`config.mk`:
```
export PLATFORM = sky130hd
export DESIGN_NAME = rvp_tail_flat
export DESIGN_NICKNAME = d
export VERILOG_FILES = /design/src/rtl/assert_macros.svh /design/src/rtl/rvp_pkg.sv /design/src/rtl/rvp_chan_if.sv /design/src/rtl/rvp_tail.sv /design/src/flat_wrapper.sv
export SDC_FILE = /design/constraint.sdc
export NUM_CORES = 1
export LEC_CHECK = 0
export BUFFER_PORTS_ARGS = -buffer_cell sky130_fd_sc_hd__buf_2
export CORE_ASPECT_RATIO = 1.25
export CORE_MARGIN = 4
export CORE_UTILIZATION = 48
export CTS_BUF_LIST = sky130_fd_sc_hd__clkbuf_4
export CTS_CLUSTER_DIAMETER = 40
export DETAILED_ROUTE_END_ITERATION = 8
export PLACE_DENSITY_LB_ADDON = 0.05
export SETUP_SLACK_MARGIN = 0.2
export SYNTH_ARGS = -nofsm -noshare
export SYNTH_HDL_FRONTEND = slang
export SYNTH_SLANG_ARGS = --single-unit
export TNS_END_PERCENT = 5
```
`constraint.sdc`:
```
create_clock -name clock -period 2.7 [get_ports clock]
set_input_delay 0.54 -clock clock [delete_from_list [all_inputs] [get_ports clock]]
set_output_delay 0.54 -clock clock [all_outputs]
set_load 0.01 [all_outputs]
```
`src/rtl/assert_macros.svh`:
```
// assertion helpers shared by the rtl
`ifndef ASSERT_MACROS_SVH
`define ASSERT_MACROS_SVH

// checked only outside reset
`define RVP_ASSERT(label, prop, msg) \
   label: assert property (@(posedge clock) disable iff (reset) prop) \
      else $error(msg);

// checked at every edge, reset included
`define RVP_ASSERT_ALWAYS(label, prop, msg) \
   label: assert property (@(posedge clock) prop) else $error(msg);

`endif

```
`src/rtl/rvp_pkg.sv`:
```
package rvp_pkg;

   localparam int VALUE_W     = 32;
   localparam int PAIR_W      = 15;
   localparam int MAX_LEN_DEF = 256;

   localparam logic [PAIR_W-1:0] PAIR_MAX = {PAIR_W{1'b1}};

   // control bits of a token moving down the cell row
   typedef struct packed {
      logic valid;
      logic last;
      logic ovf;
   } rvp_ctl_type;

endpackage

```
`src/rtl/rvp_chan_if.sv`:
```


// result beat: pair count of one sequence
interface rvp_rsp_if import rvp_pkg::*; ();
   logic              valid;
   logic              ready;
   logic [PAIR_W-1:0] pair_count;
   logic              overflow;

   modport source (output valid, output pair_count, output overflow, input ready);
   modport sink   (input valid, input pair_count, input overflow, output ready);
endinterface

```
`src/rtl/rvp_tail.sv`:
```
module rvp_tail import rvp_pkg::*; #(
   parameter int MAX_LEN = MAX_LEN_DEF
) (
   input  logic                       clock,
   input  logic                       reset,
   input  rvp_ctl_type                tok_ctl,
   input  logic [$clog2(MAX_LEN)-1:0] tok_hits,
   output logic                       adv,
   rvp_rsp_if.source                  rsp_chan
);

   localparam int SUM_W = PAIR_W + 1;

   logic [PAIR_W-1:0] acc_ff;
   logic [PAIR_W-1:0] acc_in;
   logic              ovf_ff;
   logic              ovf_in;
   logic              rsp_valid_ff;
   logic [PAIR_W-1:0] rsp_count_ff;
   logic              rsp_ovf_ff;
   logic [SUM_W-1:0]  sum;
   logic [PAIR_W-1:0] sat;

   // the whole row moves whenever the result slot can take a beat
   assign adv = !rsp_valid_ff || rsp_chan.ready;

   // saturating sum of per-element hits
   assign sum    = SUM_W'(acc_ff) + SUM_W'(tok_hits);
   assign sat    = sum[PAIR_W] ? PAIR_MAX : sum[PAIR_W-1:0];
   assign ovf_in = ovf_ff || tok_ctl.ovf;
   assign acc_in = tok_ctl.last ? '0 : sat;

   // per-sequence accumulator
   always_ff @(posedge clock) begin
      if (reset) begin
         acc_ff <= '0;
         ovf_ff <= 1'b0;
      end else if (adv && tok_ctl.valid) begin
         acc_ff <= acc_in;
         ovf_ff <= tok_ctl.last ? 1'b0 : ovf_in;
      end
   end

   // result register
   always_ff @(posedge clock) begin
      if (reset) begin
         rsp_valid_ff <= 1'b0;
      end else if (adv) begin
         rsp_valid_ff <= tok_ctl.valid && tok_ctl.last;
      end
   end

   always_ff @(posedge clock) begin
      if (adv && tok_ctl.valid && tok_ctl.last) begin
         rsp_count_ff <= sat;
         rsp_ovf_ff   <= ovf_in;
      end
   end

   assign rsp_chan.valid      = rsp_valid_ff;
   assign rsp_chan.pair_count = rsp_count_ff;
   assign rsp_chan.overflow   = rsp_ovf_ff;

endmodule

```
`src/flat_wrapper.sv`:
```
// flat-port wrapper written by rule: the top's interface ports become plain ports
module rvp_tail_flat import rvp_pkg::*;
#(
   parameter int MAX_LEN = MAX_LEN_DEF
)
  (clock, reset, tok_ctl, tok_hits, adv, rsp_chan_valid, rsp_chan_pair_count, rsp_chan_overflow, rsp_chan_ready);
  rvp_rsp_if rsp_chan_i ();
  input  logic clock;
  input  logic reset;
  input  rvp_ctl_type tok_ctl;
  input  logic [$clog2(MAX_LEN)-1:0] tok_hits;
  output logic adv;
  output wire logic [$bits(rsp_chan_i.valid)-1:0] rsp_chan_valid;
  output wire logic [$bits(rsp_chan_i.pair_count)-1:0] rsp_chan_pair_count;
  output wire logic [$bits(rsp_chan_i.overflow)-1:0] rsp_chan_overflow;
  input wire logic [$bits(rsp_chan_i.ready)-1:0] rsp_chan_ready;
  assign rsp_chan_valid = rsp_chan_i.valid;
  assign rsp_chan_pair_count = rsp_chan_i.pair_count;
  assign rsp_chan_overflow = rsp_chan_i.overflow;
  assign rsp_chan_i.ready = rsp_chan_ready;
  rvp_tail #(.MAX_LEN(MAX_LEN)) u_core (.clock(clock), .reset(reset), .tok_ctl(tok_ctl), .tok_hits(tok_hits), .adv(adv), .rsp_chan(rsp_chan_i));
endmodule
```
==> reports/metrics.yaml, run 1 <==
detailed_routing:
  drtPass1Iterations: 4
  wl_per_cell_microns: 14.61
  drt-initial-drc-count: 47
  finalWirelength_microns: 3507
  vias_per_cell: 5.683
  ant_nets: 0
  vias: 1364
  drcViolationCount: 0
clocking:
  cts_buffers: 5
  cts_buffer_depth: 2
  tritoncts: "built"
  clkLatencyLatePin_ns: 0.33
  clkTransAtPathRegs_ns: 0.11
  numClockSinks: 33
  post_cts_buffers: 0
  cts_root_buffer: "clkbuf_4"
  h-tree-depth: 2
timing:
  slew_headroom: 0.5304
  worst_pin_slew_ns: 0.7018
  hold_ws_ns: 0.4776
  fmax_mhz: 424.5
  fin_worst_skew_ns: 0.01342
  hold_viol: 0
  fin_crit_sh: 0.8726
  slew_violations: 0
  setup_tns_ns: 0
  grt_setup_unrepaired: "no"
  setup_viol: 0
  fin_crit_ns: 2.356
power_and_ir_drop:
  leakage_nw: 0.8979
  power.density_mw_per_mm2: 527.3
  ir_drop_uv: 422.4
placement:
  hpwl_microns: 2654
  place_area_sq_mm: 0.001981
  placed_cells: 232
  numPortBuffers: 31
  gp_congestion: 0.8459
global_route:
  antenna_found_initial: 0
  use_met2: 0.2596
  grt.met1_usage: 0.2201
  grt_pass1_vias: 1243
  grt_max_degree: 14
  use_met3: 0.04631
  grt_pass1_wl_microns: 5706
  overflow: 0
  grt_usage: 0.1691
  top_usage_layer: "met2"
critical_path:
  crit_end: "u_core.rsp_chan.pair_count[14]"
  critPathMaxStageDelay_ns: 0.43
  cpMostUsedCell: "nor2_2"
  start_kind: "flop"
  crit_cells: 8
  cp_data_required_time_ns: 2.79
  r2r_end: "u_core.rsp_chan.pair_count[14]"
  cp_data_arrival_time_ns: 2.45
  path_class: "flop to flop"
  r2r_cells: 8
  cp_cell_sequence: "ha_4, fa_2, a211oi_4, nor2_2, o41ai_4, nor2_2, nand3_1, mux2_4"
  regToRegStartpoint: "u_core.acc_ff[0]"
  worst_path_max_delay_cell: "fa_2"
  r2r_slack_ns: 0.34
  cp_top_family: "adder cells"
  crit_buf_inv: 0
  path_max_fanout: 3
  end_kind: "flop"
  crit_start: "u_core.acc_ff[0]"
die:
  die_y_microns: 75.20
  start_util: 0.4978
  ios: 32
  core_area_sq_mm: 0.003483
  die_area_sq_mm: 0.004644
  rows: 24
  die_w_microns: 61.76
synth:
  yosys_warnings: 0
  async_flop_share: 0
  yosys-top-cells-area: "edfxtp_1, dfxtp_1, ha_1"
  synth_area_per_cell_sq_um: 10.77
  syn_nets: 184
  ys_seq_area_frac: 0.4733
  synthCells: 161
  synth_edf_count: 16
  ys_types: 50
  synth_area_sq_mm: 0.001734
  ys_seq_elements: 33
  synth.top_cell.area_share: 0.2771
  synth_flop_cell: "dfxtp_1"
  yosys.area.top_type: "edfxtp_1"
cells_and_area:
  final_area_sq_mm: 0.002067
  fin_cells: 240
  diodes: 0
  drive_gt1_frac: 0.2985
  finalNetCount: 223
  area_growth_syn_to_layout_pct: 19.19
run:
  maxCapViolations: 0
min_path:
  hold_path_class: "input port to flop"
run_status:
  outcome: "completed"
synthesized netlist by cell type (all sizes together), types with 3 or more instances:
master   n
ha       8
dfxtp   17
a211oi   4
a21oi   10
o21bai   3
nand3    5
xor2     3
nand2b   4
o21ai    8
nor3     3
xnor2    5
a22o     9
nand2   14
a21o     4
edfxtp  16
a31oi    3
or2      4
buf      3
nor2    11
repair_timing:
item                       CTS  global route
resized for setup            0             1
setup endpoints to repair    0             1
hold buffers                 0             0
stage by stage:
stage	setup slack (ns)	util	power (W)
final	0.3441	0.5934	0.001090
after global routing	0.2096	0.5934	0.001146
after CTS	0.3456	0.5912	0.001102
after detailed placement	0.04797	0.5686	0.0007407
after global placement	0.06512	0.5686	0.0007368
after floorplan	0.1106	-	0.0006878
worst reg2reg max path: cells and delay by family, from the launching register on:
kind / cells / cell delay (ns)
mux: 1 / 0.30
flops: 1 / 0.36
fa+ha+maj: 2 / 0.60
simple gates: 3 / 0.27
compound gates: 2 / 0.59
report_power, final:
part	total, W	leakage [nW]	internal [W]	switching, W
sequential	0.000559	0.287	0.000551	0.00000799
combinational	0.000172	0.572	0.0000750	0.0000968
clock	0.000359	0.0389	0.000192	0.000167
total	0.00109	0.898	0.000818	0.000272
cell type report:
class                      count  area (sq um)
tap                           39         48.80
fill                         315          1416
timing repair buffer          37         200.2
clock inverter                 3         41.29
clock buffer                   5         37.54
multi-input combinational    122         914.6
inverter                       1         3.754
sequential                    33         820.8
flip-flops by register name, indices dropped and copies added, names as in the netlist:
| name | count |
|---|---|
| u_core.acc_ff | 15 |
| u_core.ovf_ff | 1 |
| u_core.rsp_chan.overflow | 1 |
| u_core.rsp_chan.pair_count | 15 |
| u_core.rsp_chan.valid | 1 |
cells in the final DEF, fill, tap and decap left out, drive strengths merged, types with 3 or more instances in the layout:
cell / n
buf: 37
dfxtp: 17
edfxtp: 16
nand2: 14
nor2: 11
a21oi: 10
a22o: 9
ha: 8
o21ai: 8
nand3: 5
xnor2: 5
clkbuf: 5
nand2b: 4
a21o: 4
or2: 4
a211oi: 4
xor2: 3
a31oi: 3
nor3: 3
o21bai: 3
layer usage:
layer  vias up  wire length [microns]
li1        690                      -
met1       639                   1580
met4         0                     70
met3         7                    135
met5         -                      0
met2        28                   1720
how the worst min path moves through the flow:
stage / from / end / slack (ns) / depth (start not counted)
after global placement: u_core.acc_ff[4] / u_core.acc_ff[4] / 0.46 / 1
final: tok_ctl[0] / u_core.rsp_chan.overflow / 0.48 / 2
after global routing: tok_ctl[0] / u_core.rsp_chan.overflow / 0.47 / 2
after CTS: tok_ctl[0] / u_core.rsp_chan.overflow / 0.46 / 2
after floorplan: u_core.acc_ff[2] / u_core.acc_ff[2] / 0.45 / 1
after detailed placement: u_core.acc_ff[2] / u_core.acc_ff[2] / 0.47 / 1
cells by family (layout without fill, tap and decap cells):
family          count (synthesis)  count (layout)  synth area share
simple gates                   54              54            0.1681
xor+xnor                        8               8           0.04041
fa+ha+maj                       9               9           0.06927
buf+inv                         6              46           0.01587
mux                             2               2           0.01299
flops                          33              33            0.4733
compound gates                 49              49            0.2201
No activity file was read; power rests on OpenSTA's default activity.
==> run 2, diff against run 1 <==
- CELL_PAD_IN_SITES_DETAIL_PLACEMENT: unset -> 0
- CELL_PAD_IN_SITES_GLOBAL_PLACEMENT: unset -> 1
- CORE_UTILIZATION: 48 -> 40
- MAX_ROUTING_LAYER: unset -> met4
==> reports/metrics.yaml, run 2 (same netlist as run 1, synthesis figures left out) <==
critical_path:
  cp_data_arrival_time_ns: 2.42
  critPathMaxStageDelay_ns: 0.39
  cpMostUsedCell: "nor2_2"
  cp_cell_sequence: "ha_4, fa_2, a211oi_2, nor2_2, o41ai_4, nor2_2, nand3_1, mux2_4"
  worst_path_max_delay_cell: "fa_2"
  start_kind: "flop"
  r2r_slack_ns: 0.36
  end_kind: "flop"
  cp_data_required_time_ns: 2.78
  path_class: "flop to flop"
  path_max_fanout: 2
detailed_routing:
  wl_per_cell_microns: 14.52
  drtPass1Iterations: 4
  drcViolationCount: 0
  ant_nets: 0
  vias: 1372
  drt-initial-drc-count: 80
  finalWirelength_microns: 3745
  vias_per_cell: 5.318
run_status:
  outcome: "completed"
cells_and_area:
  final_core_util: 0.5015
  diodes: 0
  final_common_cell: "buf_2"
  finalNetCount: 224
  final_area_sq_mm: 0.002072
  area_growth_syn_to_layout_pct: 19.48
  drive_gt1_frac: 0.2970
  fin_cells: 258
  mostFrequentLayoutCells: "buf_2, dfxtp_1, edfxtp_1, nand2_1, a21oi_1"
clocking:
  ctsHoldBuffers: 0
  cts_buffer_depth: 2
  cts_buffers: 5
  clkTransAtPathRegs_ns: 0.11
  h-tree-depth: 2
  tritoncts: "built"
  clkLatencyLatePin_ns: 0.33
  cts_resized: 0
  numClockSinks: 33
  cts_root_buffer: "clkbuf_4"
  post_cts_buffers: 0
placement:
  hpwl_microns: 2786
  numPortBuffers: 31
  placed_cells: 250
  gp_congestion: 0.8258
  place_area_sq_mm: 0.002022
die:
  die_area_sq_mm: 0.005459
  die_w_microns: 66.89
  start_util: 0.4197
  die_y_microns: 81.62
  core_area_sq_mm: 0.004131
  rows: 26
  ios: 32
timing:
  fin_worst_skew_ns: 0.01311
  fin_crit_ns: 2.339
  hold_ws_ns: 0.4932
  grt_setup_unrepaired: "no"
  fin_crit_sh: 0.8664
  fmax_mhz: 427.5
  hold_viol: 0
  setup_viol: 0
  worst_pin_slew_ns: 0.7505
  slew_violations: 0
  slew_headroom: 0.4978
  setup_tns_ns: 0
power_and_ir_drop:
  power.density_mw_per_mm2: 478.2
  leakage_nw: 0.8977
  ir_drop_uv: 198.1
global_route:
  grt_max_degree: 19
  grt_pass1_vias: 1276
  grt_pass1_wl_microns: 6099
  grt_usage: 0.1542
  antenna_found_initial: 0
  overflow: 0
run:
  maxCapViolations: 0
min_path:
  hold_path_class: "input port to flop"
## run 2: changes by cell type in the layout (fill, tap and decap cells not counted)
cell,delta
bufinv_16,-1
a211oi_4,-1
a211oi_2,+1
clkinv_2,+1
buf_12,+1
clkinv_1,+1
clkinvlp_4,-1
## run 2: through the flow
| stage | total power, W | worst slack [ns] |
|---|---|---|
| final | 0.0009908 | 0.3608 |
| after global routing | 0.001051 | 0.2470 |
| after CTS | 0.001006 | 0.3489 |
| after detailed placement | 0.0007434 | 0.06099 |
| after global placement | 0.0007391 | 0.08247 |
| after floorplan | 0.0006878 | 0.1106 |
## run 2: final timing paths
path / end / depth (start not counted) / from
hold / removal: u_core.rsp_chan.overflow / 2 / tok_ctl[0]
setup reg to reg: u_core.rsp_chan.pair_count[14] / 8 / u_core.acc_ff[0]
hold reg to reg: u_core.acc_ff[2] / 1 / u_core.acc_ff[2]
setup / recovery: u_core.rsp_chan.pair_count[14] / 8 / u_core.acc_ff[0]
## run 2: layout make-up
cell class / count / area (sq um)
Multi-Input combinational cell: 122 / 907.1
Clock buffer: 5 / 37.54
Fill cell: 410 / 2059
Clock inverter: 3 / 12.51
Tap cell: 56 / 70.07
Sequential cell: 33 / 820.8
Inverter: 1 / 3.754
Timing Repair Buffer: 38 / 220.2
## run 2: power breakdown
part | internal, W | total (W) | leakage, nW | switching, W
Combinational | 0.0000745 | 0.000170 | 0.581 | 0.0000958
Clock | 0.0000942 | 0.000261 | 0.0300 | 0.000167
Sequential | 0.000551 | 0.000560 | 0.287 | 0.00000830
Total | 0.000720 | 0.000991 | 0.898 | 0.000271
## run 2: worst max-delay path, delay by kind of cell (launching register included)
family / cells / cell delay, ns
AO/OA/AOI/OAI: 2 / 0.59
AND/OR/NAND/NOR: 3 / 0.28
multiplexers: 1 / 0.30
adder cells (fa/ha/maj): 2 / 0.56
flip-flops: 1 / 0.36
## run 2: routing by layer
metal / global-route usage / routed length [microns] / vias up
met5: - / 0 / -
met4: 0.05477 / 57 / 0
met3: 0.04104 / 142 / 6
met2: 0.2589 / 1906 / 30
met1: 0.1767 / 1639 / 648
li1: - / - / 688
==> run 3, diff against run 2 <==
- ABC_AREA: unset -> 1
- CORE_UTILIZATION: 40 -> 39
==> reports/metrics.yaml, run 3 <==
run_status:
  outcome: "completed"
detailed_routing:
  drcViolationCount: 0
  vias: 1681
  ant_nets: 0
  wl_per_cell_microns: 13.37
  dr.max_layer_used: "met4"
  vias_per_cell: 4.657
  wl_met1_microns: 2258
  drtPass1Iterations: 4
  met2_wirelength_microns: 2331
  wl_met3_microns: 167
  drt-initial-drc-count: 57
  finalWirelength_microns: 4826
global_route:
  grt_usage: 0.1591
  grt_max_degree: 18
  antenna_found_initial: 0
  overflow: 0
  grt_pass1_wl_microns: 7983
  grt_pass1_vias: 1698
timing:
  fin_worst_skew_ns: 0.008031
  fin_crit_ns: 1.995
  worst_pin_slew_ns: 0.4471
  setup_viol: 0
  slew_headroom: 0.7019
  grt_setup_unrepaired: "no"
  fin_crit_sh: 0.7388
  fmax_mhz: 501.3
  hold_viol: 0
  slew_violations: 0
  setup_tns_ns: 0
die:
  die_w_microns: 73.57
  die_area_sq_mm: 0.006618
  ios: 32
  rows: 29
  core_area_sq_mm: 0.005152
  die_y_microns: 89.96
  start_util: 0.4068
cells_and_area:
  fin_cells: 361
  mostFrequentLayoutCells: "nand2_1, inv_1, buf_2, nand3_1, dfxtp_1"
  area_growth_syn_to_layout_pct: 14.09
  finalNetCount: 321
  regArea_sq_um: 820.8
  final_common_cell: "nand2_1"
  multiInputGateArea_sq_mm: 0.001105
  fillers: 559
  drive_gt1_frac: 0.2676
  diodes: 0
critical_path:
  cp_cell_sequence: "ha_1, fa_1, nand2_1, nand2_1, and2_1, nand2_1, nand2_1, nand3_1, nand3_4"
  path_max_fanout: 3
  end_kind: "flop"
  cp_data_required_time_ns: 2.79
  critPathMaxStageDelay_ns: 0.44
  path_class: "flop to flop"
  worst_path_max_delay_cell: "fa_1"
  cp_data_arrival_time_ns: 2.08
  cpMostUsedCell: "nand2_1"
  start_kind: "flop"
clocking:
  cts_buffer_depth: 2
  clkLatencyLatePin_ns: 0.33
  cts_buffers: 5
  clkTransAtPathRegs_ns: 0.11
  cts_root_buffer: "clkbuf_4"
  numClockSinks: 33
  ctsHoldBuffers: 0
  post_cts_buffers: 0
  tritoncts: "built"
  cts_resized: 0
  h-tree-depth: 2
synth:
  yosys_warnings: 0
  yosys-top-cells-area: "edfxtp_1, dfxtp_1, nand2_1"
  synth_area_per_cell_sq_um: 8.030
  yosys-top-cells-count: "nand2_1, inv_1, nand3_1"
  synth_area_sq_mm: 0.002096
  syn_nets: 284
  post-synth-top-count-cell: "nand2_1"
  ys_seq_area_frac: 0.3916
  synth.top_cell.area_share: 0.2293
  ys_types: 29
  synthCells: 261
  synth_edf_count: 16
  async_flop_share: 0
  synth_flop_cell: "dfxtp_1"
  yosys.area.top_type: "edfxtp_1"
  ys_seq_elements: 33
placement:
  numPortBuffers: 31
  gp_congestion: 0.8422
  placed_cells: 353
  hpwl_microns: 3705
power_and_ir_drop:
  leakage_nw: 1.121
  ir_drop_uv: 191.6
  power.density_mw_per_mm2: 425.8
min_path:
  hold_path_class: "flop to flop"
run:
  maxCapViolations: 0
## run 3: worst paths after layout
kind,startpoint,to,slack [ns],cells past startpoint
max,u_core.acc_ff[0],u_core.rsp_chan.pair_count[12],0.71,9
min,u_core.ovf_ff,u_core.ovf_ff,0.47,2
max reg2reg,u_core.acc_ff[0],u_core.rsp_chan.pair_count[12],0.71,9
min reg2reg,u_core.ovf_ff,u_core.ovf_ff,0.47,2
## run 3: report_power, final
| part | total (W) | switching, W | internal [W] |
|---|---|---|---|
| sequential | 0.000557 | 0.00000789 | 0.000549 |
| combinational | 0.000182 | 0.000115 | 0.0000667 |
| clock | 0.000279 | 0.000170 | 0.000109 |
| total | 0.00102 | 0.000293 | 0.000725 |
## run 3: area by class of cell
type	instances	share of cell area
multi-input cells	187	0.4621
flip-flops and latches	33	0.3433
repair buffers	35	0.08268
inverters	36	0.05652
well taps	62	0.03244
clock buffers	6	0.01884
clock inverters	2	0.004186
## run 3: worst max-delay path: cells and delay by family (launching register included)
family / cells / cell delay, ns
adder cells (fa/ha/maj): 2 / 0.67
flip-flops: 1 / 0.33
AND/OR/NAND/NOR: 7 / 0.76
## run 3: per-layer routing
| metal | vias up | global-route usage |
|---|---|---|
| met5 | - | - |
| met4 | 0 | 0.04532 |
| li1 | 904 | - |
| met2 | 30 | 0.2567 |
| met3 | 6 | 0.03013 |
| met1 | 741 | 0.1997 |
## run 3: stage by stage
| stage | power (W) | setup WS (ns) | util | instance area, sq um | hold slack, ns |
|---|---|---|---|---|---|
| final | 0.001018 | 0.7052 | 0.4641 | 2391 | 0.4661 |
| after global routing | 0.001080 | 0.5779 | 0.4641 | 2391 | 0.4837 |
| after CTS | 0.001042 | 0.6864 | 0.4641 | 2391 | 0.4716 |
| after detailed placement | 0.0007525 | 0.3473 | 0.4534 | 2336 | 0.4563 |
| after global placement | 0.0007532 | 0.3384 | 0.4534 | 2336 | 0.4461 |
| after floorplan | 0.0006953 | 0.6685 | - | 2096 | 0.4334 |
## run 3: cells by family (layout without fill, tap and decap cells)
family,count (synthesis),after routing,share of synthesized area
DFF,33,33,0.3916
buffers and inverters,41,79,0.08299
xor gates and xnor gates,3,3,0.01254
adders and majority gates,9,9,0.05732
and+or+nand+nor,150,150,0.3749
AOI/OAI and AO/OA,25,25,0.08060
