$ cat config.mk
export PLATFORM = sky130hd
export DESIGN_NAME = rvp_cell
export DESIGN_NICKNAME = d
export VERILOG_FILES = /design/src/rtl/assert_macros.svh /design/src/rtl/rvp_pkg.sv /design/src/rtl/rvp_cell.sv
export SDC_FILE = /design/constraint.sdc
export NUM_CORES = 1
export LEC_CHECK = 0
export BUFFER_PORTS_ARGS = -buffer_cell sky130_fd_sc_hd__buf_4
export CORE_MARGIN = 4
export CORE_UTILIZATION = 50
export CTS_CLUSTER_SIZE = 25
export DETAILED_ROUTE_END_ITERATION = 16
export GPL_TIMING_DRIVEN = 0
export HOLD_SLACK_MARGIN = 0.02
export PLACE_DENSITY = 0.75
export SLEW_MARGIN = 10
export SYNTH_ARGS = -nofsm -noshare
export SYNTH_HDL_FRONTEND = slang
export SYNTH_SLANG_ARGS = --single-unit
$ cat constraint.sdc
create_clock -name clock -period 6.79 [get_ports clock]
set_input_delay 1.358 -clock clock [delete_from_list [all_inputs] [get_ports clock]]
set_output_delay 1.358 -clock clock [all_outputs]
set_load 0.02 [all_outputs]
$ cat src/rtl/assert_macros.svh
// assertion helpers shared by the rtl
`ifndef ASSERT_MACROS_SVH
`define ASSERT_MACROS_SVH

// checked only outside reset
`define RVP_ASSERT(label, prop, msg) \
   label: assert property (@(posedge clock) disable iff (reset) prop) \
      else $error(msg);

// checked at every edge, reset included
`define RVP_ASSERT_ALWAYS(label, prop, msg) \
   label: assert property (@(posedge clock) prop) else $error(msg);

`endif

$ cat src/rtl/rvp_pkg.sv
package rvp_pkg;

   localparam int VALUE_W     = 32;
   localparam int PAIR_W      = 15;
   localparam int MAX_LEN_DEF = 256;

   localparam logic [PAIR_W-1:0] PAIR_MAX = {PAIR_W{1'b1}};

   // control bits of a token moving down the cell row
   typedef struct packed {
      logic valid;
      logic last;
      logic ovf;
   } rvp_ctl_type;

endpackage

$ cat src/rtl/rvp_cell.sv
module rvp_cell import rvp_pkg::*; #(
   parameter int MAX_LEN  = MAX_LEN_DEF,
   parameter int CELL_IDX = 0
) (
   input  logic                    clock,
   input  logic                    reset,
   input  logic                    adv,
   input  rvp_ctl_type             up_ctl,
   input  logic [$clog2(MAX_LEN)-1:0] up_idx,
   input  logic signed [VALUE_W:0] up_twice,
   input  logic [$clog2(MAX_LEN)-1:0] up_hits,
   output rvp_ctl_type             dn_ctl,
   output logic [$clog2(MAX_LEN)-1:0] dn_idx,
   output logic signed [VALUE_W:0] dn_twice,
   output logic [$clog2(MAX_LEN)-1:0] dn_hits
);

   localparam int IDX_W = $clog2(MAX_LEN);
   localparam int HIT_W = $clog2(MAX_LEN);

   rvp_ctl_type               ctl_ff;
   logic [IDX_W-1:0]          idx_ff;
   logic signed [VALUE_W:0]   twice_ff;
   logic [HIT_W-1:0]          hits_ff;
   logic [HIT_W-1:0]          hits_in;
   logic signed [VALUE_W-1:0] value_ff;
   logic signed [VALUE_W:0]   value_ext;
   logic                      live;
   logic                      hit;
   logic                      store;

   // compare against the element held here, or take the element as ours
   assign live      = up_ctl.valid && !up_ctl.ovf;
   assign value_ext = {value_ff[VALUE_W-1], value_ff};
   assign hit       = live && (up_idx > IDX_W'(CELL_IDX)) && (value_ext > up_twice);
   assign store     = live && (up_idx == IDX_W'(CELL_IDX));
   assign hits_in   = up_hits + HIT_W'(hit);

   // token control
   always_ff @(posedge clock) begin
      if (reset) begin
         ctl_ff <= '0;
      end else if (adv) begin
         ctl_ff <= up_ctl;
      end
   end

   // token payload and stored element
   always_ff @(posedge clock) begin
      if (adv) begin
         idx_ff   <= up_idx;
         twice_ff <= up_twice;
         hits_ff  <= hits_in;
         if (store) begin
            value_ff <= up_twice[VALUE_W:1];
         end
      end
   end

   assign dn_ctl   = ctl_ff;
   assign dn_idx   = idx_ff;
   assign dn_twice = twice_ff;
   assign dn_hits  = hits_ff;

endmodule

==> results of run 1 <==
## flip-flops by register name (all words and copies together), names as in the netlist
register and count:
dn_ctl 3, dn_hits 8, dn_idx 8, dn_twice 33, value_ff 32
## per-stage QoR
step	util	worst slack, ns	hold slack [ns]
finish	0.690	3.00	0.515
global placement	0.652	2.32	0.477
CTS	0.690	3.00	0.519
detailed placement	0.657	2.64	0.501
global route	0.690	2.76	0.563
floorplan	-	2.93	0.579
## cells in the final DEF (no fill, tap or decap), types with 2 or more instances in the layout
cell,n
buf_4,106
edfxtp_1,81
ha_1,35
inv_1,34
a21oi_1,12
nand2_1,11
clkbuf_8,11
nor2_1,8
nand4_1,7
nand3_1,5
o21ai_0,5
xnor2_1,4
a21o_1,3
mux2i_1,3
clkbuf_1,3
dfxtp_1,3
nand4_2,2
nor4_2,2
and3_1,2
nor4_1,2
a211oi_1,2
xor2_1,2
bufinv_16,2
## tightest hold or removal path: stages, from the launching register on
cell	delay (ns)
dfxtp_1	0.33
mux2i_1	0.06
nor2_1	0.09
## layer usage
| metal | wire, µm | track usage | up-vias |
|---|---|---|---|
| met4 | 116 | 0.0743 | 0 |
| met3 | 454 | 0.0398 | 9 |
| met2 | 3080 | 0.248 | 64 |
| met5 | 0 | 0 | - |
| li1 | - | - | 1099 |
| met1 | 2840 | 0.213 | 1024 |
## where the power goes
| group | switching [W] | leakage, nW | total, W | internal, W |
|---|---|---|---|---|
| sequential | 0.00000661 | 0.792 | 0.000601 | 0.000595 |
| combinational | 0.0000730 | 1.17 | 0.000136 | 0.0000627 |
| clock | 0.000161 | 0.111 | 0.000389 | 0.000228 |
| total | 0.000241 | 2.07 | 0.00113 | 0.000886 |
## final timing paths
check	cells past startpoint	to	slack, ns
worst max-delay path	14	dn_hits[6]	3.00
worst min-delay path	2	dn_ctl[1]	0.51
worst max register to register	12	dn_hits[6]	3.73
worst min register to register	2	dn_ctl[1]	0.51
## cell type report
class	count	area share
well taps	96	0.0254
clock buffers	14	0.0343
inverters	34	0.0269
clock inverters	2	0.0127
multi-input cells	115	0.201
flip-flops and latches	84	0.526
repair buffers	107	0.174
## kinds of logic after synthesis
group	Yosys count	share of synthesized area
xor+xnor	6	0.0147
fa+ha+maj	35	0.123
mux	4	0.0126
compound gates	26	0.0456
buf+inv	34	0.0358
flops	84	0.699
simple gates	44	0.0688
==> results by stage, run 1 <==
Layout:
- Once layout is done, the placed cells without fillers occupy 0.00474 mm².
- Summing all flip-flop and latch instances after layout gives about 0.0025 mm².
- For this run, the number of standard cells in the final layout without fillers is about 450.
- The area overhead of the layout relative to synthesis is 32.9%.
- Of the cells placed in the final design, the portion with a size suffix greater than 1 is 0.360.
- The number of antenna diodes is 0.
- The total area of multi-input combinational cells is 951 µm².
- The net total in the final layout is between 400 and 500.
- After filler insertion, the fill cell instance count of the layout stands at 511.

Route:
- Wires add up to between 6 and 7 mm.
- The final route contains ~2200 vias.
- The number of DRC violations after detailed routing is 0.
- The mean routed wirelength per cell is ~14 µm.
- The count of TritonRoute iterations in the first routing pass is 4.
- The count of routing violations after the opening detailed-route iteration is 81.
- The post-detailed-route via-to-cell ratio is about 4.9.
- The detail route stage leaves a number of antenna-violating nets equal to 0.

Synthesis:
- The number of nets handed over by synthesis was about 320.
- The post-synthesis area per instance is 15.3 µm².
- The number of distinct library cells after synthesis is 28.
- In the synthesized netlist, the cells that appear most often are edfxtp_1 (81), ha_1 (35), inv_1 (34).
- The number of flops mapped to enable cells by yosys is between 80 and 90.
- In the post-synthesis netlist, the biggest area contributors are edfxtp_1 (68%), ha_1 (12%), inv_1 (3.6%).
- Of the synthesized area, sequential elements account for 0.699.
- The Yosys step of the flow raised 0 warnings.
- The async set-or-reset flop fraction in the synthesized netlist is 0.
- Among all cell types in the netlist, the one instantiated most often is edfxtp_1.
- The total of flip-flops plus latches after synthesis is between 80 and 90.
- The portion of synthesized cell area occupied by the leading cell type is 0.683.
- The largest total area in the synthesized netlist belongs to edfxtp_1.
- In the synthesized netlist, the number of instances is 233.
- The synthesized area is approximately 0.0036 mm².
- The leading register cell type out of synthesis is edfxtp_1.

Worst setup path:
- Tracing the worst setup path back leads to its startpoint at up_twice[14].
- Broken down by cell family, the worst path's largest delay share belongs to adder cells.
- The worst setup path is launched from a primary input.
- The largest single stage delay on the critical path is 0.33 ns.
- The setup path with the least slack is of type in -> reg.
- The maximum net fanout on the critical path is 3.
- The worst reg2reg path startpoint is value_ff[16].
- Data arrives at the worst endpoint at just under 4 ns.
- By instance count, the cell type seen most on the critical path is ha_1.
- Walking the worst path, the cells encountered are buf_4, inv_1, ha_1, a21oi_1, o21ai_0, a221oi_2, a21oi_1, nor4_2, mux2_4, ha_1, ha_1, and3_1, nand3_1, xnor2_1.
- The critical path contains buffers and inverters numbering 2 combined.
- The slowest stage of the critical path belongs to the cell mux2_4.
- The worst setup path is captured at a flip-flop.
- Data on the critical path is required at its endpoint by 6.88 ns.

STA:
- The slew at the pin closest to its max-slew limit is 0.682 ns.
- The maximum achievable frequency is 264 MHz.
- The final setup TNS is 0 ns.
- Setup violations remaining at the end of the flow were counted as 0.
- The final period utilization is 0.558.
- The worst setup skew after layout is 0.0113 ns.
- Setup repair after global routing left no endpoint under its margin.
- The final-report hold violation count was 0.
- Subtracting the final worst setup slack from the clock period gives 3.79 ns.
- The final-report max-slew violation count was 0.
- The worst pin sits at a relative slew slack of 0.545.

Place:
- At the end of routability-driven placement, the weighted congestion stood at approximately 0.74.
- The instance area after placement is 0.00451 mm².
- The cell count after placement is 436.
- The count of input and output buffers is roughly 110.
- Detailed placement finished with a half-perimeter wire length of 4.92 mm.

Global routing:
- Entering global routing, the biggest net connects 54 pins.
- The via count of the first global-routing pass was 2228.
- The number of antenna violations at the first check in global routing is 0.
- The leftover overflow at the end of global routing is 0.
- In the global route stage, overall resource usage came out at 0.160.
- The first global-routing pass estimated 10.5 mm of wire.

CTS:
- The clock tree from TritonCTS is done.
- After clock tree synthesis, the repair step resized 0 gates.
- The post-cts hold buffer count is 0.
- The number of setup buffers added after CTS is 0.
- In this run the deepest clock path goes through 2 buffers.
- The later pin in the worst-skew pair is clocked with a latency of 0.34 ns.
- Counting the buffers created by CTS gives 9.
- The clock transition at the registers of the reported paths is ~0.08 ns.
- The clock tree synthesis step divided the H-tree into 3 levels.
- Clock tree synthesis found a total of 84 sinks.
- The tree is rooted in a clkbuf_8.

Floorplan:
- about 110 I/O pins were placed.
- The initial utilization of the core area, before any placement, comes to 0.519.
- The floorplan step set the die width to approximately 92 µm.
- The die outline height is a little over 90 µm.
- The total die area is 0.00854 mm².
- The floorplan has 30 rows.
- The placeable core region is 0.00687 mm².

Status:
- The flow ran to the end, and the final reports show no timing, DRC or antenna violations.

Worst hold path:
- The launch point of the worst hold path is dn_ctl[1].
- In this run the worst hold path is classified as reg -> reg.

Power and ir drop:
- The total power per unit cell area is between 200 and 250 mW/mm².
- Total power for the finished layout comes to between 0.001 and 0.0015 W.
- The leakage power total is 2.07 nW.
- IR analysis of the VDD net gives a maximum drop of 173 µV.

Run:
- Max-cap violations in this run came to 0.
Power figures use the tool's default switching activity.
==> inputs of run 2 (changes only) <==
--- a/config.mk
+++ b/config.mk
@@ -7,12 +7,12 @@
 export LEC_CHECK = 0
 export BUFFER_PORTS_ARGS = -buffer_cell sky130_fd_sc_hd__buf_4
 export CORE_MARGIN = 4
-export CORE_UTILIZATION = 50
+export CORE_UTILIZATION = 46
 export CTS_CLUSTER_SIZE = 25
 export DETAILED_ROUTE_END_ITERATION = 16
 export GPL_TIMING_DRIVEN = 0
 export HOLD_SLACK_MARGIN = 0.02
-export PLACE_DENSITY = 0.75
+export PLACE_DENSITY = 0.72
 export SLEW_MARGIN = 10
 export SYNTH_ARGS = -nofsm -noshare
 export SYNTH_HDL_FRONTEND = slang
==> constraint.sdc (replaced) <==
create_clock -name clock -period 3.2 [get_ports clock]
set_input_delay 0.64 -clock clock [delete_from_list [all_inputs] [get_ports clock]]
set_output_delay 0.64 -clock clock [all_outputs]
set_load 0.02 [all_outputs]
==> results by stage, run 2 (same netlist as run 1, synthesis figures left out) <==
CTS:
- The deepest clock path buffer count is 2 (unchanged).
- The clock transition at the registers of the reported paths is 0.08 ns (about the same).
- The clock tree root buffer cell is clkbuf_8.
- The CTS buffer count is 9 (unchanged).
- The clock tree from TritonCTS is done.
- The number of setup buffers added after CTS was 0 (unchanged).
- The count of H-tree levels built during CTS is 3 (unchanged).
- The number of sinks driven by the clock tree was 84 (unchanged).
- The insertion delay to the later sink of the worst-skew pair is 0.34 ns (about the same).

STA:
- The final period utilization is 0.953.
- The maximum achievable frequency is 328 MHz.
- The minimum setup slack in the final design is 0.150 ns (-2.85 ns).
- The final-report hold violation count is 0 (unchanged).
- The worst slew margin relative to its limit is 0.539 (-0.00682).
- The worst path in the final design needs a cycle of 3.05 ns, including I/O delays and setup.
- The worst setup skew after layout is 0.00981 ns (-0.00151 ns).
- The final setup TNS came to 0 ns (unchanged).
- The slew at the pin closest to its max-slew limit is 0.692 ns (+0.0102 ns).
- The final-report max-slew violation count is 0 (unchanged).
- The post-route worst hold slack is 0.471 ns (-0.0433 ns).
- The setup violation total in the final timing report is 0 (unchanged).

Worst setup path:
- The depth of the worst register-to-register path is 12 (unchanged).
- The maximum net fanout on the critical path is 3 (unchanged).
- STA classifies the critical path startpoint as a primary input.
- The data required time at the worst endpoint was 3.29 ns (-3.59 ns).
- The endpoint type of the worst setup path is a flip-flop.
- The arrival time of the worst setup path is 3.14 ns (-0.73 ns).
- The type of the setup path with the least slack is in -> reg.

Power and ir drop:
- The peak supply drop is 228 µV (+32%).
- The design internal power is 0.00175 W (+98%).
- The share of total power in sequential cells is 0.561 (+0.027).
- The total net switching power came to 0.000523 W (+120%).
- The part of the power in combinational logic is 0.128 (+0.008).
- The total power is 0.00227 W (+100%).
- The proportion of power drawn by the clock network was 0.311 (-0.035).
- The switching power as a share of total power is 0.230 (+0.0162).
- The leakage power total was 2.06 nW (-0.64%).
- The total power per unit cell area was 483 mW/mm² (+100%).

Global routing:
- The maximum number of pins on one net before global-route repair was 54 (unchanged).
- The via count of the first global-routing pass is 2158 (-3.1%).
- The global-route usage over all layers came to 0.147 (-0.0128).
- The number of antenna violations at the first check in global routing is 0 (unchanged).
- The first-pass GRT wire length came to 9.99 mm (-4.9%).
- The leftover overflow at the end of global routing is 0 (unchanged).

Route:
- The count of TritonRoute iterations in the first routing pass came to 4 (unchanged).
- The number of DRC violations after detailed routing is 0 (unchanged).
- The vias after detailed routing was 2178 (-0.82%).
- The wire length after detailed routing is 6.56 mm (+1.0%).
- The mean routed wirelength per cell is 14.4 µm (+0.59%).
- The count of routing violations after the opening detailed-route iteration is 54 (-33%).
- The remaining antenna violation count is 0 (unchanged).
- The post-detailed-route via-to-cell ratio is 4.80 (-1.3%).

Place:
- The placer congestion estimate was 0.701 (-5.7%).
- The count of input and output buffers came to 106 (unchanged).
- The half-perimeter wire length of the detailed placement result is 4.94 mm (+0.39%).
- The post-placement worst setup slack was -0.244 ns (-2.88 ns).

Run:
- The max-capacitance violation count is 0 (unchanged).

Floorplan:
- The placeable core region was 0.00741 mm² (+7.9%).
- The top-level port count is 107 (unchanged).
- The die outline height was 96.0 µm (+3.9%).
- The chip width was 96.0 µm (+3.9%).
- The number of rows created at floorplan is 31 (+3.3%).
- The starting utilization of the core area is 0.481 (-0.0378).
- The total die area is 0.00922 mm² (+7.9%).

Layout:
- The share of post-route cells with drive strength above 1 was 0.361 (+0.00101).
- The net total in the final layout was 441 (unchanged).
- The library cell used most frequently in the layout, excluding fill and tap cells, is buf_4.
- The final design utilization was 0.635 (-0.0543).
- The number of flip-flops under the largest register name is 33 (unchanged).
- The number of antenna diodes is 0 (unchanged).
- The area overhead of the layout relative to synthesis is 32.1%.
- Leaving out fill and tap cells, the most frequent cells in the layout are buf_4 (106), edfxtp_1 (81), ha_1 (35), inv_1 (34), a21oi_1 (12).

Status:
- The flow ran to the end, and the final reports show no timing, DRC or antenna violations.

Worst hold path:
- The classification of the worst-slack hold path is in -> reg.
- The worst hold path cell count came to 2 (unchanged).
[run 2: worst max-delay path, stage by stage]
cell and delay [ns]:
buf_4 0.10, inv_1 0.04, ha_1 0.31, nand4_1 0.14, nor2_1 0.10, and3_1 0.19, o221a_2 0.27, nor4_4 0.27
mux2_4 0.33, ha_1 0.21, ha_1 0.20, and3_1 0.18, nand3_1 0.10, xnor2_1 0.06
[run 2: power groups by stage]
| stage | sequential, W | combinational [W] | clock [W] |
|---|---|---|---|
| after CTS | 0.00128 | 0.000293 | 0.000727 |
| after detailed placement | 0.00130 | 0.000293 | 0 |
| final | 0.00128 | 0.000290 | 0.000708 |
| after floorplan | 0.00137 | 0.0000547 | 0 |
| after global placement | 0.00130 | 0.000287 | 0 |
| after global routing | 0.00128 | 0.000316 | 0.000783 |
[run 2: path summary, 6_finish.rpt]
path / from / endpoint / slack [ns]
max reg2reg: value_ff[16] / dn_hits[6] / 0.17
min reg2reg: dn_ctl[0] / dn_ctl[0] / 0.50
max: up_twice[20] / dn_hits[6] / 0.15
min: reset / dn_ctl[0] / 0.47
[run 2: layer usage]
metal | GRT usage | vias up | wire (µm)
li1 | - | 1101 | -
met1 | 0.180 | 1001 | 2860
met2 | 0.243 | 68 | 3060
met3 | 0.0446 | 8 | 520
met4 | 0.0604 | 0 | 116
met5 | 0 | - | 0
[run 2: through the flow]
stage               instance area (µm²)  std cells
floorplan                          3560        233
CTS                                4700        454
global placement                   4480        438
global route                       4710        454
detailed placement                 4520        439
finish                             4710        454
[run 2: what timing repair did]
| action | CTS | global route |
|---|---|---|
| resized for setup | 0 | 2 |
| hold buffers | 0 | 0 |
| setup endpoints to repair | 0 | 2 |
| endpoints found under the hold margin | 0 | 0 |
[run 2: area by class of cell]
cell class / count / area (µm²)
fillers: 569 / 2700
flip-flops and latches: 84 / 2490
multi-input cells: 115 / 960
repair buffers: 107 / 823
clock buffers: 10 / 128
inverters: 34 / 128
well taps: 99 / 124
clock inverters: 5 / 52.6
==> inputs of run 3 (changes only) <==
--- a/config.mk
+++ b/config.mk
@@ -13,6 +13,7 @@
 export GPL_TIMING_DRIVEN = 0
 export HOLD_SLACK_MARGIN = 0.02
 export PLACE_DENSITY = 0.72
+export SKIP_CTS_REPAIR_TIMING = 1
 export SLEW_MARGIN = 10
 export SYNTH_ARGS = -nofsm -noshare
 export SYNTH_HDL_FRONTEND = slang
==> constraint.sdc (replaced) <==
create_clock -name clock -period 2.8 [get_ports clock]
set_input_delay 0.56 -clock clock [delete_from_list [all_inputs] [get_ports clock]]
set_output_delay 0.56 -clock clock [all_outputs]
set_load 0.02 [all_outputs]
==> results by stage, run 3 (same netlist as run 1, synthesis figures left out) <==
Route:
- The remaining antenna violation count is 0 (unchanged).
- The mean routed wirelength per cell came to 15.0 µm (+3.7%).
- The count of routing violations after the opening detailed-route iteration is 122 (+130%).
- The wire length after detailed routing is 6.85 mm (+4.4%).
- The count of TritonRoute iterations in the first routing pass is 4 (unchanged).
- The number of DRC violations after detailed routing is 0 (unchanged).
- The post-detailed-route via-to-cell ratio is 5.00 (+4.3%).
- The vias after detailed routing was 2286 (+5.0%).

Floorplan:
- The die outline height came to 96.0 µm (unchanged).
- The placeable core region came to 0.00741 mm² (unchanged).
- The starting utilization of the core area is 0.481 (unchanged).
- The number of rows created at floorplan was 31 (unchanged).
- The chip width came to 96.0 µm (unchanged).
- The total die area is 0.00922 mm² (unchanged).
- The top-level port count is 107 (unchanged).

Layout:
- Leaving out fill and tap cells, the most frequent cell in the layout is buf_4.
- The share of post-route cells with drive strength above 1 was 0.531 (+0.170).
- The sequential cell area is 0.00249 mm² (unchanged).
- The number of antenna diodes is 0 (unchanged).
- The number of flip-flops under the largest register name was 33 (unchanged).
- The total area of multi-input combinational cells came to 0.00135 mm² (+40%).
- The count of fill cells added during filler insertion is 515 (-9.5%).
- From synthesis to final layout, the design area changed by 43.6%.
- The library cells used most frequently in the layout, excluding fill and tap cells, are buf_4 (108), edfxtp_1 (81), ha_4 (26), inv_2 (19).
- The final non-filler cell area is 0.00512 mm² (+8.7%).
- The net total in the final layout is 443 (+0.45%).

STA:
- The minimum setup slack in the final design is -0.0227 ns (-0.173 ns).
- The final period utilization is 1.01.
- The time the final worst path needs with I/O delays and setup is 2.82 ns.
- Static timing analysis puts the maximum clock frequency at around 350 MHz.
- The post-route worst hold slack is 0.379 ns (-0.0923 ns).
- The final setup TNS is -0.0535 ns (-0.0535 ns).
- The slew at the pin closest to its max-slew limit is 0.688 ns (-0.00426 ns).
- The final-report hold violation count is 0 (unchanged).
- The final-report max-slew violation count came to 0 (unchanged).
- The worst slew margin relative to its limit is 0.541 (+0.00284).
- Setup repair after global routing could not meet its margin everywhere.
- The setup violation total in the final timing report is 3 (+3).
- The worst setup skew after layout is 0.0105 ns (+0.000670 ns).

Worst setup path:
- The depth of the worst register-to-register path is 11 (-1).
- The launching element type of the critical path is a flip-flop.
- The endpoint of the most critical register-to-register path is dn_hits[4].
- The arrival time of the worst setup path was 2.93 ns (-0.21 ns).
- In this run the critical register-to-register path is launched from value_ff[16].
- The worst setup path is captured at a flip-flop.
- The register-to-register path setup slack is -0.02 ns (-0.19 ns).
- The maximum net fanout on the critical path is 3 (unchanged).
- The data required time at the worst endpoint is 2.91 ns (-0.38 ns).
- By startpoint and endpoint, the worst setup path is classified as reg -> reg.

CTS:
- The clock tree root buffer cell is clkbuf_8.
- The CTS buffer count is 9 (unchanged).
- The number of sinks driven by the clock tree is 84 (unchanged).
- The insertion delay to the later sink of the worst-skew pair is 0.34 ns (about the same).
- The clock transition at the registers of the reported paths is 0.09 ns (about the same).
- The clock tree from TritonCTS is done.
- The deepest clock path buffer count came to 2 (unchanged).
- The count of H-tree levels built during CTS came to 3 (unchanged).

Place:
- The count of input and output buffers is 106 (unchanged).
- The half-perimeter wire length of the detailed placement result came to 5.21 mm (+5.4%).
- The instance area after placement is 0.00490 mm² (+8.4%).
- The placer congestion estimate came to 0.726 (+3.6%).

Run:
- The max-capacitance violation count is 0 (unchanged).

Power and ir drop:
- The peak supply drop is 272 µV (+19%).
- The total power per unit cell area was 508 mW/mm² (+5.2%).
- The leakage power total is 2.05 nW (-0.37%).

Global routing:
- The global-route usage over all layers came to 0.154 (+0.00706).
- The number of antenna violations at the first check in global routing is 0 (unchanged).
- The first-pass GRT wire length is 10.7 mm (+7.0%).
- The via count of the first global-routing pass is 2304 (+6.8%).
- The leftover overflow at the end of global routing is 0 (unchanged).
- The maximum number of pins on one net before global-route repair is 54 (unchanged).

Worst hold path:
- The classification of the worst-slack hold path is in -> reg.
- The worst hold path cell count was 2 (unchanged).
- The worst hold path endpoint is dn_ctl[1].
- The launch point of the worst hold path is reset.

Status:
- The flow ran to the end, but the final reports show violations.
- The checks that failed: setup timing.
## run 3: cell count changes in the layout (fill, tap and decap cells not counted), sizes merged
cell	delta
bufinv	-1
clkinvlp	+1
inv	+2
buf	+2
clkbuf	-1
## run 3: per-stage QoR
step           power [W]  cells   util  worst slack (ns)
3_3_place_gp     0.00185    438  0.656             -1.01
3_5_place_dp     0.00186    439  0.661            -0.358
4_1_cts          0.00262    455  0.684            -0.115
5_1_grt          0.00272    457  0.691            -0.111
2_1_floorplan    0.00166    233      -           -0.0442
6_report         0.00260    457  0.691           -0.0227
## run 3: worst max-delay path by stage
stage / startpoint / to / slack, ns / depth (start not counted)
finish: value_ff[16] / dn_hits[4] / -0.02 / 11
global route: value_ff[12] / dn_hits[4] / -0.11 / 11
CTS: value_ff[15] / dn_hits[4] / -0.12 / 11
detailed placement: up_twice[15] / dn_hits[4] / -0.36 / 13
global placement: adv / value_ff[9] / -1.01 / 3
floorplan: up_twice[22] / dn_hits[4] / -0.04 / 12
## run 3: metal layers
layer	GRT usage	share of wire
met5	0	0
met4	0.0711	0.014
met3	0.0352	0.064
met2	0.251	0.51
met1	0.196	0.42
## run 3: final cells by class
cell class | instances | area share
inverter | 34 | 0.0279
multi-input combinational | 115 | 0.263
tap | 99 | 0.0242
sequential | 84 | 0.487
clock buffer | 9 | 0.0242
timing repair buffer | 109 | 0.164
clock inverter | 7 | 0.00954
## run 3: worst max-delay path, stage by stage, from the launching register on
cell and delay [ns]:
edfxtp_1 0.43, ha_4 0.26, a21oi_1 0.12, o21ai_1 0.10
a221oi_2 0.30, a21oi_2 0.11, nor4_2 0.32, mux2_4 0.35
ha_4 0.17, ha_4 0.15, and3_4 0.15, xor2_1 0.13
## run 3: report_power, final
group	internal (W)	switching (W)	leakage, nW	total [W]
Clock	0.000327	0.000443	0.0902	0.000770
Combinational	0.000174	0.000197	1.17	0.000372
Sequential	0.00144	0.0000164	0.792	0.00146
